## src/hw/rtl/tffsa_pkg.sv

```systemverilog
// ----------------------------------------------------------------------------
// tffsa_pkg
// Shared types and codes for the tagged first-free slot allocator: the
// request and response words, the probe word that walks the cell chain and
// the commit word broadcast back to the cells.
// ----------------------------------------------------------------------------
package tffsa_pkg;

    // Default table depth and the width of a slot number in the probe and commit words
    localparam int DEF_NUM_SLOTS = 8;
    localparam int SLOT_IDX_W    = 6;
    localparam int TAG_W         = 32;
    localparam int RSP_IDX_W     = 3;

    // Request action codes
    localparam logic ACT_ALLOC   = 1'b0;
    localparam logic ACT_RELEASE = 1'b1;

    // Response status codes
    typedef enum logic [1:0] {
        ST_OK        = 2'd0,
        ST_DUPLICATE = 2'd1,
        ST_FULL      = 2'd2,
        ST_NOT_FOUND = 2'd3
    } t_status;

    // Request word
    typedef struct packed {
        logic                     action;
        logic signed [TAG_W-1:0]  owner_tag;
    } t_req;

    // Response word
    typedef struct packed {
        t_status                  status;
        logic [RSP_IDX_W-1:0]     slot_index;
    } t_rsp;

    // Probe word: request plus the first tag hit and first free slot seen
    typedef struct packed {
        logic                     valid;
        logic                     action;
        logic signed [TAG_W-1:0]  owner_tag;
        logic                     hit;
        logic [SLOT_IDX_W-1:0]    hit_idx;
        logic                     free;
        logic [SLOT_IDX_W-1:0]    free_idx;
    } t_probe;

    // Commit word: at most one slot claimed or released per request
    typedef struct packed {
        logic                     claim;
        logic                     release_slot;
        logic [SLOT_IDX_W-1:0]    idx;
        logic signed [TAG_W-1:0]  owner_tag;
    } t_commit;

endpackage

```

## src/hw/rtl/tffsa_cell.sv

```systemverilog
// ----------------------------------------------------------------------------
// tffsa_cell
// One slot of the table. Holds the occupied bit and owner tag, folds its own
// match and free status into the passing probe word and registers it for
// the next cell. Takes a claim or release from the commit broadcast.
// ----------------------------------------------------------------------------
module tffsa_cell
    import tffsa_pkg::*;
#(
    parameter int INDEX = 0
) (
    input  logic    i_clk,
    input  logic    i_rst_n,
    input  t_probe  i_probe,
    input  t_commit i_commit,
    output t_probe  o_probe
);

    localparam logic [SLOT_IDX_W-1:0] CELL_IDX = SLOT_IDX_W'(INDEX);

    logic                    r_busy;
    logic signed [TAG_W-1:0] r_owner;
    t_probe                  r_probe;
    t_probe                  n_probe;
    logic                    w_sel;

    // Fold this slot into the probe word, keeping the lowest hit and free
    always_comb begin
        n_probe = i_probe;
        if (r_busy && (r_owner == i_probe.owner_tag) && !i_probe.hit) begin
            n_probe.hit     = 1'b1;
            n_probe.hit_idx = CELL_IDX;
        end
        if (!r_busy && !i_probe.free) begin
            n_probe.free     = 1'b1;
            n_probe.free_idx = CELL_IDX;
        end
    end

    // Advance the probe word to the next cell
    always_ff @(posedge i_clk) begin
        if (!i_rst_n) begin
            r_probe.valid <= 1'b0;
        end else begin
            r_probe.valid <= n_probe.valid;
        end
        r_probe.action    <= n_probe.action;
        r_probe.owner_tag <= n_probe.owner_tag;
        r_probe.hit       <= n_probe.hit;
        r_probe.hit_idx   <= n_probe.hit_idx;
        r_probe.free      <= n_probe.free;
        r_probe.free_idx  <= n_probe.free_idx;
    end

    assign w_sel = (i_commit.idx == CELL_IDX);

    // Claim or release this slot
    always_ff @(posedge i_clk) begin
        if (!i_rst_n) begin
            r_busy <= 1'b0;
        end else if (w_sel && i_commit.claim) begin
            r_busy <= 1'b1;
        end else if (w_sel && i_commit.release_slot) begin
            r_busy <= 1'b0;
        end
    end

    // Record the owner tag on a claim
    always_ff @(posedge i_clk) begin
        if (w_sel && i_commit.claim) begin
            r_owner <= i_commit.owner_tag;
        end
    end

    assign o_probe = r_probe;

endmodule

```

## src/hw/rtl/tagged_first_free_slot_allocator.sv

```systemverilog
// Flow: a request is accepted only while busy is low; its probe word walks
//   one cell of the slot chain per cycle and is registered in each cell.
// Throughput: one request at a time; busy stays high until the result is
//   out. Every accepted request gives exactly one result word.
// Reset: synchronous, active low; frees every slot and clears busy and the
//   strobe. Owner tags are not cleared. The receiver cannot stall results.
// ----------------------------------------------------------------------------
// tagged_first_free_slot_allocator
// Slot table built as a chain of cells. A probe word walks the chain,
// gathering the lowest tag match and lowest free slot; at the end the
// decision is registered as the result and at most one commit is broadcast.
// ----------------------------------------------------------------------------
module tagged_first_free_slot_allocator
    import tffsa_pkg::*;
#(
    parameter int NUM_SLOTS = DEF_NUM_SLOTS
) (
    input  logic i_clk,
    input  logic i_rst_n,
    input  logic start,
    input  t_req i_req,
    output logic busy,
    output logic o_valid,
    output t_rsp o_rsp
);

    t_probe  w_chain [NUM_SLOTS+1];
    t_probe  w_last;
    t_commit w_commit;
    t_rsp    w_rsp;
    logic    w_accept;
    logic    r_busy;
    logic    n_busy;
    logic    r_valid;
    t_rsp    r_rsp;

    assign w_accept = start && !r_busy;

    // Launch the probe word into the first cell
    always_comb begin
        w_chain[0]           = '0;
        w_chain[0].valid     = w_accept;
        w_chain[0].action    = i_req.action;
        w_chain[0].owner_tag = i_req.owner_tag;
    end

    // Row of slot cells
    for (genvar k = 0; k < NUM_SLOTS; k++) begin : g_cell
        tffsa_cell #(
            .INDEX (k)
        ) u_cell (
            .i_clk    (i_clk),
            .i_rst_n  (i_rst_n),
            .i_probe  (w_chain[k]),
            .i_commit (w_commit),
            .o_probe  (w_chain[k+1])
        );
    end

    assign w_last = w_chain[NUM_SLOTS];

    // Decide the result and the commit from the probe leaving the chain
    always_comb begin
        w_rsp              = '0;
        w_rsp.status       = ST_OK;
        w_commit           = '0;
        w_commit.owner_tag = w_last.owner_tag;
        if (w_last.action == ACT_ALLOC) begin
            if (w_last.hit) begin
                w_rsp.status = ST_DUPLICATE;
            end else if (w_last.free) begin
                w_rsp.slot_index = RSP_IDX_W'(w_last.free_idx);
                w_commit.claim   = w_last.valid;
                w_commit.idx     = w_last.free_idx;
            end else begin
                w_rsp.status = ST_FULL;
            end
        end else begin
            if (w_last.hit) begin
                w_rsp.slot_index      = RSP_IDX_W'(w_last.hit_idx);
                w_commit.release_slot = w_last.valid;
                w_commit.idx          = w_last.hit_idx;
            end else begin
                w_rsp.status = ST_NOT_FOUND;
            end
        end
    end

    // Hold busy from accept until the probe leaves the chain
    always_comb begin
        n_busy = r_busy;
        if (w_last.valid) begin
            n_busy = 1'b0;
        end else if (w_accept) begin
            n_busy = 1'b1;
        end
    end

    always_ff @(posedge i_clk) begin
        if (!i_rst_n) begin
            r_busy  <= 1'b0;
            r_valid <= 1'b0;
        end else begin
            r_busy  <= n_busy;
            r_valid <= w_last.valid;
        end
    end

    // Register the result word
    always_ff @(posedge i_clk) begin
        if (w_last.valid) begin
            r_rsp <= w_rsp;
        end
    end

    assign busy    = r_busy;
    assign o_valid = r_valid;
    assign o_rsp   = r_rsp;

`ifndef NO_ASSERTIONS
    // An accepted request keeps the block busy in the next cycle
    a_accept_busy: assert property (@(posedge i_clk) disable iff (!i_rst_n)
        w_accept |=> r_busy)
        else $error("busy not raised after accept");

    // A probe leaves the chain only while a request is in flight
    a_probe_busy: assert property (@(posedge i_clk) disable iff (!i_rst_n)
        w_last.valid |-> r_busy)
        else $error("probe left chain while idle");

    // Results never come back to back
    a_no_b2b: assert property (@(posedge i_clk) disable iff (!i_rst_n)
        r_valid |=> !r_valid)
        else $error("two result strobes in a row");

    // A refused request reports slot zero
    a_zero_idx: assert property (@(posedge i_clk) disable iff (!i_rst_n)
        (r_valid && (r_rsp.status != ST_OK)) |-> (r_rsp.slot_index == '0))
        else $error("nonzero slot on refused request");

    // Claim and release are never issued together
    a_one_commit: assert property (@(posedge i_clk) disable iff (!i_rst_n)
        !(w_commit.claim && w_commit.release_slot))
        else $error("claim and release in one cycle");
`endif

endmodule
```

## config.mk

```make
export PLATFORM = sky130hd
export DESIGN_NAME = tagged_first_free_slot_allocator
export DESIGN_NICKNAME = d
export VERILOG_FILES = /design/src/hw/rtl/tffsa_pkg.sv /design/src/hw/rtl/tffsa_cell.sv /design/src/hw/rtl/tagged_first_free_slot_allocator.sv
export SDC_FILE = /design/constraint.sdc
export NUM_CORES = 1
export LEC_CHECK = 0
export BUFFER_PORTS_ARGS = -buffer_cell sky130_fd_sc_hd__buf_2
export CORE_ASPECT_RATIO = 0.8
export CORE_UTILIZATION = 45
export DETAILED_ROUTE_END_ITERATION = 8
export SYNTH_ARGS = -nofsm -noshare
export SYNTH_HDL_FRONTEND = slang
export SYNTH_SLANG_ARGS = --single-unit
```

## constraint.sdc

```tcl
create_clock -name i_clk -period 7.4 [get_ports i_clk]
set_input_delay 0.37 -clock i_clk [delete_from_list [all_inputs] [get_ports i_clk]]
set_output_delay 0.37 -clock i_clk [all_outputs]
set_load 0.05 [all_outputs]
```

Word level (Yosys, flattened, before mapping) --
Cells that the tools add are included.
Operators by class: equal/unequal tests 15, muxes and demuxes 33, bitwise logic cells 1, reduce and logical (&&, ||, !) cells 71
Operator list (count):
- 32-bit == test | 8
- 1-bit logical AND | 39
- 6-bit by 3-bit == test with 1-bit output, second input constant | 4
- 1-bit zero test | 22
- 7-bit 2-to-1 mux | 3
- 1-bit 2-to-1 mux | 20
- 6-bit 2-to-1 mux | 3
- 2-bit nonzero test | 8
- 6-bit by 2-bit == test with 1-bit output, second input constant | 2
- 3-bit 2-to-1 mux | 3
- 6-bit by 1-bit == test with 1-bit output, second input constant | 1
- 6-bit zero test | 1
- 2-bit 2-to-1 mux | 3
- 5-bit 2-to-1 mux | 1
- 2-bit OR reduction | 1
- 1-bit NOT | 1
Word-level totals: register bits 655, input port bits 36, output and inout port bits 7, logic and storage cells 196

Depth between registers and ports, before layout --
word-level depth 7, mapped depth 6, mapped depth without buffers 4

By module --
From an unflattened synthesis, not the netlist that was laid out.
Second synthesis, totals: cell total of the unflattened synthesis 1213, area, all modules 20103.0 µm²
By module, submodules not included:
- tffsa_cell (g_cell[1].u_cell ...) | times used 4, cells an instance 148, area an instance 2471.1 µm², sequential area each 1941.9 µm²
- tffsa_cell (g_cell[3].u_cell ...) | times used 3, cells an instance 148, area an instance 2474.9 µm², sequential area each 1941.9 µm²
- tffsa_cell (g_cell[0].u_cell) | times used 1, cells an instance 151, area an instance 2459.9 µm², sequential area each 1941.9 µm²
- tagged_first_free_slot_allocator | times used 1, cells an instance 26, area an instance 334.1 µm², sequential area each 190.2 µm²

Least setup slack after synthesis --
OpenSTA, ideal clock, no wires.
path type reg-to-reg, from reg g_cell[7].u_cell.r_probe (netlist bit g_cell[7].u_cell.o_probe[13]), to reg g_cell[3].u_cell.r_owner[0], enable pin, library setup time 0.423 ns, arrival 2.470 ns, required time 6.977 ns, slack 4.508 ns, cell stages (with the launch flop) 5, buffers on the path 1, clock period less this slack 2.892 ns, path through dfxtp_1 > buf_6 > nor4bb_4 > a2bb2o_1 > nor2_1
Between the ends: word-level cells in the longest chain between the ends 4, elaborated cells on any way between the ends 7, classes of those cells eq/ne: 1; mux: 5; reduce/logical: 1
RTL lines:
- start, declared | line tffsa_cell.sv:23 | t_probe r_probe;
- 6-bit 2-to-1 mux / 7-bit 2-to-1 mux (equally long branches) | line tagged_first_free_slot_allocator.sv:69, tagged_first_free_slot_allocator.sv:79
- 6-bit 2-to-1 mux | line tagged_first_free_slot_allocator.sv:68 | if (w_last.action == ACT_ALLOC) begin
- 6-bit by 2-bit == test with 1-bit output | line tffsa_cell.sv:55 | assign w_sel = (i_commit.idx == CELL_IDX);
- 1-bit logical AND (*) | line tffsa_cell.sv:70 | if (w_sel && i_commit.claim) begin
- end signal, assigned | line tffsa_cell.sv:71 | r_owner <= i_commit.owner_tag;
- end, declared | line tffsa_cell.sv:22 | logic signed [TAG_W-1:0] r_owner;
Every way passes the cells marked *; elsewhere a longest branch is shown, timed or not. A chain may end at the register's enable or synchronous reset.

Worst setup path in the final report --
from reg g_cell[7].u_cell.r_probe (netlist bit g_cell[7].u_cell.o_probe[13]), to reg g_cell[4].u_cell.r_owner[24], enable pin
Between the ends: word-level cells in the longest chain between the ends 4, elaborated cells on any way between the ends 7, classes of those cells eq/ne: 1; mux: 5; reduce/logical: 1
RTL lines (line):
- 6-bit 2-to-1 mux / 7-bit 2-to-1 mux (equally long branches) | tagged_first_free_slot_allocator.sv:69, tagged_first_free_slot_allocator.sv:79
- 6-bit 2-to-1 mux | tagged_first_free_slot_allocator.sv:68
- 6-bit by 3-bit == test with 1-bit output | tffsa_cell.sv:55
- 1-bit logical AND (*) | tffsa_cell.sv:70
- end signal, assigned | tffsa_cell.sv:71
- end, declared | tffsa_cell.sv:22
Marked as above.

==> results by group <==
Logic synthesis
  • FF+latch count, synth: 593
  • Top FF cell, synth: dfxtp_1
  • Mean post-synth cell area: 16.9 sq um
  • Gate Count Post-Synth: 1,074
  • Post-Synthesis Net Count: 1,110
  • Sequential-to-total area share from yosys stat: 0.799
  • Post-synth EDFFs: 261
  • Cell variety after synth: 41
  • Synth warn: 0
  • Mapped Area: 18,100 sq um
  • Post-synthesis async set-or-reset flop share: 0

Clock network
  • CTS resizes: 0
  • Clock slew at reported path FFs: 0.07 ns
  • Root Buffer: clkbuf_16
  • H-tree depth: 2
  • Clock Sinks: 593
  • CTS tree: built
  • Number of CTS-inserted buffers: 52
  • Longest Clk Path Bufs: 3
  • Clk_lat worst skew: 0.59 ns

Worst setup path
  • Critical Path RT: 7.58 ns
  • Setup Crit Path Kind: flop to flop
  • Crit end category: flop
  • Crit start category: flop
  • WP data arrival: 2.96 ns
  • Critical Path Fanout Max: 32

Timing
  • Fin crit period: 2.78 ns
  • Final Hold Fails: 0
  • Max-slew violations: 0
  • Worst Skew: 0.0252 ns
  • Tightest Pin Transition: 1.19 ns
  • Worst rel slew slack: 0.206
  • Final Setup Violations: 0
  • Maximum achievable frequency: 360 MHz
  • Unrepaired setup endpoints after global routing: false
  • Setup_tns: 0 ns
  • Tcrit/Tclk final: 0.375

Global routing
  • Largest net degree at the start of global routing: 34
  • Total track usage: 0.181
  • Initial antenna violation count: 0
  • Grt met1 use: 0.290
  • Gr ovfl total: 0
  • M2 GR Usage: 0.251
  • Gr busiest metal: met1
  • First-pass GRT wire length: 53,400 um
  • Met3 global-route usage: 0.0277
  • Vias in the first global route: 8,313

Pwr
  • Psw: 0.00130 W
  • Reg power frac: 0.564
  • Post-layout power: 0.00635 W
  • Pint: 0.00505 W
  • LEAKAGE: 7.64 nW
  • Clock network fraction of total power: 0.419
  • Peak VDD IR: 190 uV
  • Comb pwr share: 0.016
  • Net Sw Frac: 0.205
  • Pwr per Cell Area: 301 nW/um^2

Job
  • Max-Cap Viols: 0

Detailed routing
  • Post-route ant nets: 0
  • 1st-pass router iterations: 5
  • Wirelength per Cell: 20.4 um
  • Vias per cell: 4.73
  • # DRC: 0
  • DRT iter0 DRCs: 546
  • Routed WL: 36,300 um
  • Vias: 8,416

Floorplan
  • Io pins: 43
  • Starting Density: 0.459
  • Die H: 182 um
  • Row Count: 65
  • Total die area: 41,100 sq um
  • Die Wd: 226 um
  • Core Region: 39,500 sq um

Place
  • Post-DP HPWL: 26,700 um
  • Placer Congestion: 0.851
  • Port bufs: 42

Run status
  • Result of the run: finished clean

Cells and area
  • Final #Nets: 1,235
  • Area delta synth->final: 16.3%
  • Share of cells above drive strength 1: 0.113

Worst hold path
  • Type of the worst min-delay path: input pin to flop
[final timing paths]
check | startpoint | end | slack, ns | depth (start not counted)
setup / recovery | g_cell[7].u_cell.o_probe[13] | g_cell[4].u_cell.r_owner[24] | 4.62 | 4
hold / removal | start | busy | 0.07 | 3
hold reg to reg | g_cell[4].u_cell.o_probe[46] | g_cell[5].u_cell.o_probe[46] | 0.32 | 0
setup reg to reg | g_cell[7].u_cell.o_probe[13] | g_cell[4].u_cell.r_owner[24] | 4.62 | 4
[registers in the layout (all words and copies together), names as in the netlist]
| name | cells |
|---|---|
| busy | 1 |
| g_cell.u_cell.o_probe | 322 |
| g_cell.u_cell.r_busy | 8 |
| g_cell.u_cell.r_owner | 256 |
| o_rsp | 5 |
| o_valid | 1 |
[repair_timing]
item,in CTS,in global routing
setup buffers,0,0
hold buffers,33,0
endpoints found under the setup margin,0,0
endpoints found under the hold margin,33,0
[cell usage after synthesis (2+ instances only)]
| cell | instances | area share |
|---|---|---|
| nand4_1 | 21 | 0.0072 |
| a31oi_1 | 2 | 0.00069 |
| o31a_1 | 3 | 0.0015 |
| xnor2_1 | 54 | 0.026 |
| nor2_1 | 15 | 0.0031 |
| nor2b_1 | 6 | 0.0021 |
| and3_4 | 2 | 0.0012 |
| nand3b_1 | 3 | 0.0012 |
| nor3_1 | 5 | 0.0014 |
| a21boi_1 | 2 | 0.00083 |
| nand2_1 | 4 | 0.00083 |
| nand2b_1 | 7 | 0.0024 |
| and3_1 | 6 | 0.0021 |
| or2_2 | 7 | 0.0024 |
| clkbuf_1 | 2 | 0.00041 |
| nor4_1 | 51 | 0.018 |
| inv_1 | 22 | 0.0046 |
| o21a_1 | 12 | 0.0050 |
| edfxtp_1 | 261 | 0.43 |
| buf_6 | 2 | 0.0012 |
| or3_1 | 2 | 0.00069 |
| xor2_1 | 202 | 0.098 |
| and2_1 | 9 | 0.0031 |
| nand3_1 | 9 | 0.0025 |
| o21bai_1 | 2 | 0.00083 |
| o31ai_1 | 17 | 0.0070 |
| dfxtp_1 | 332 | 0.37 |
[layer usage]
metal  vias to the layer above  part of all wire
met5                         -                 0
met4                         0             0.019
met3                        45             0.043
met2                       183              0.41
met1                      4148              0.53
li1                       4040                 -
[layout by cell type, fill, tap and decap left out, types with 2 or more instances in the layout]
master | netlist | routed
dfxtp_1 | 332 | 332
edfxtp_1 | 261 | 261
xor2_1 | 202 | 202
clkbuf_16 | 0 | 56
xnor2_1 | 54 | 54
nor4_1 | 51 | 51
buf_2 | 0 | 42
dlygate4sd3_1 | 0 | 33
inv_1 | 22 | 22
nand4_1 | 21 | 21
o31ai_1 | 17 | 17
clkinv_2 | 0 | 15
clkbuf_1 | 2 | 13
o21a_1 | 12 | 12
nor2_1 | 15 | 9
and2_1 | 9 | 9
nand3_1 | 9 | 9
or2_2 | 7 | 7
nand2b_1 | 7 | 7
nor2_4 | 0 | 6
and3_1 | 6 | 6
nor2b_1 | 6 | 6
nor3_1 | 5 | 5
clkinv_1 | 0 | 5
nand2_1 | 4 | 4
clkbuf_8 | 0 | 4
nand3b_1 | 3 | 3
o31a_1 | 3 | 3
diode_2 | 0 | 2
and3_4 | 2 | 2
or3_1 | 2 | 2
o21bai_1 | 2 | 2
a31oi_1 | 2 | 2
a21boi_1 | 2 | 2
bufinv_16 | 0 | 2
[metrics by stage]
step / worst slack [ns] / hold WS (ns) / instance area (sq um) / instances / utilization
4_1_cts: 4.61 / 0.0312 / 21100 / 1779 / 0.533
3_5_place_dp: 4.64 / 0.312 / 19000 / 1648 / 0.481
3_3_place_gp: 4.69 / 0.312 / 19000 / 1648 / 0.481
2_1_floorplan: 4.51 / 0.310 / 18100 / 1074 / -
5_1_grt: 4.38 / 0.0794 / 21100 / 1779 / 0.533
6_report: 4.62 / 0.0655 / 21100 / 1781 / 0.533
[critical path, cell delays in order, from the launching register on]
cell and delay, ns:
dfxtp_1 0.43, nor2_1 0.23, nand4_1 0.36, or3_1 0.48, inv_1 0.86
[cell families after synthesis]
| group | synth area share |
|---|---|
| xor gates and xnor gates | 0.124 |
| AOI/OAI and AO/OA | 0.0192 |
| DFF | 0.799 |
| and+or+nand+nor | 0.0514 |
| buffers and inverters | 0.00649 |
[power groups by stage]
stage                     clock network [W]  registers (W)  logic (W)
after floorplan                           0        0.00361  0.0000568
after global placement                    0        0.00365  0.0000929
after detailed placement                  0        0.00365  0.0000935
after CTS                           0.00271        0.00358   0.000107
after global routing                0.00285        0.00359   0.000115
final                               0.00266        0.00358   0.000105
[layout make-up]
cell class | count | area [sq um]
repair buffers | 76 | 548
clock inverters | 25 | 209
flip-flops and latches | 593 | 14500
multi-input cells | 454 | 3570
diodes | 2 | 5.00
clock buffers | 73 | 1510
inverters | 22 | 82.6
well taps | 536 | 671
fillers | 3272 | 18500
Note: power is estimated with default switching activity, not from simulation.
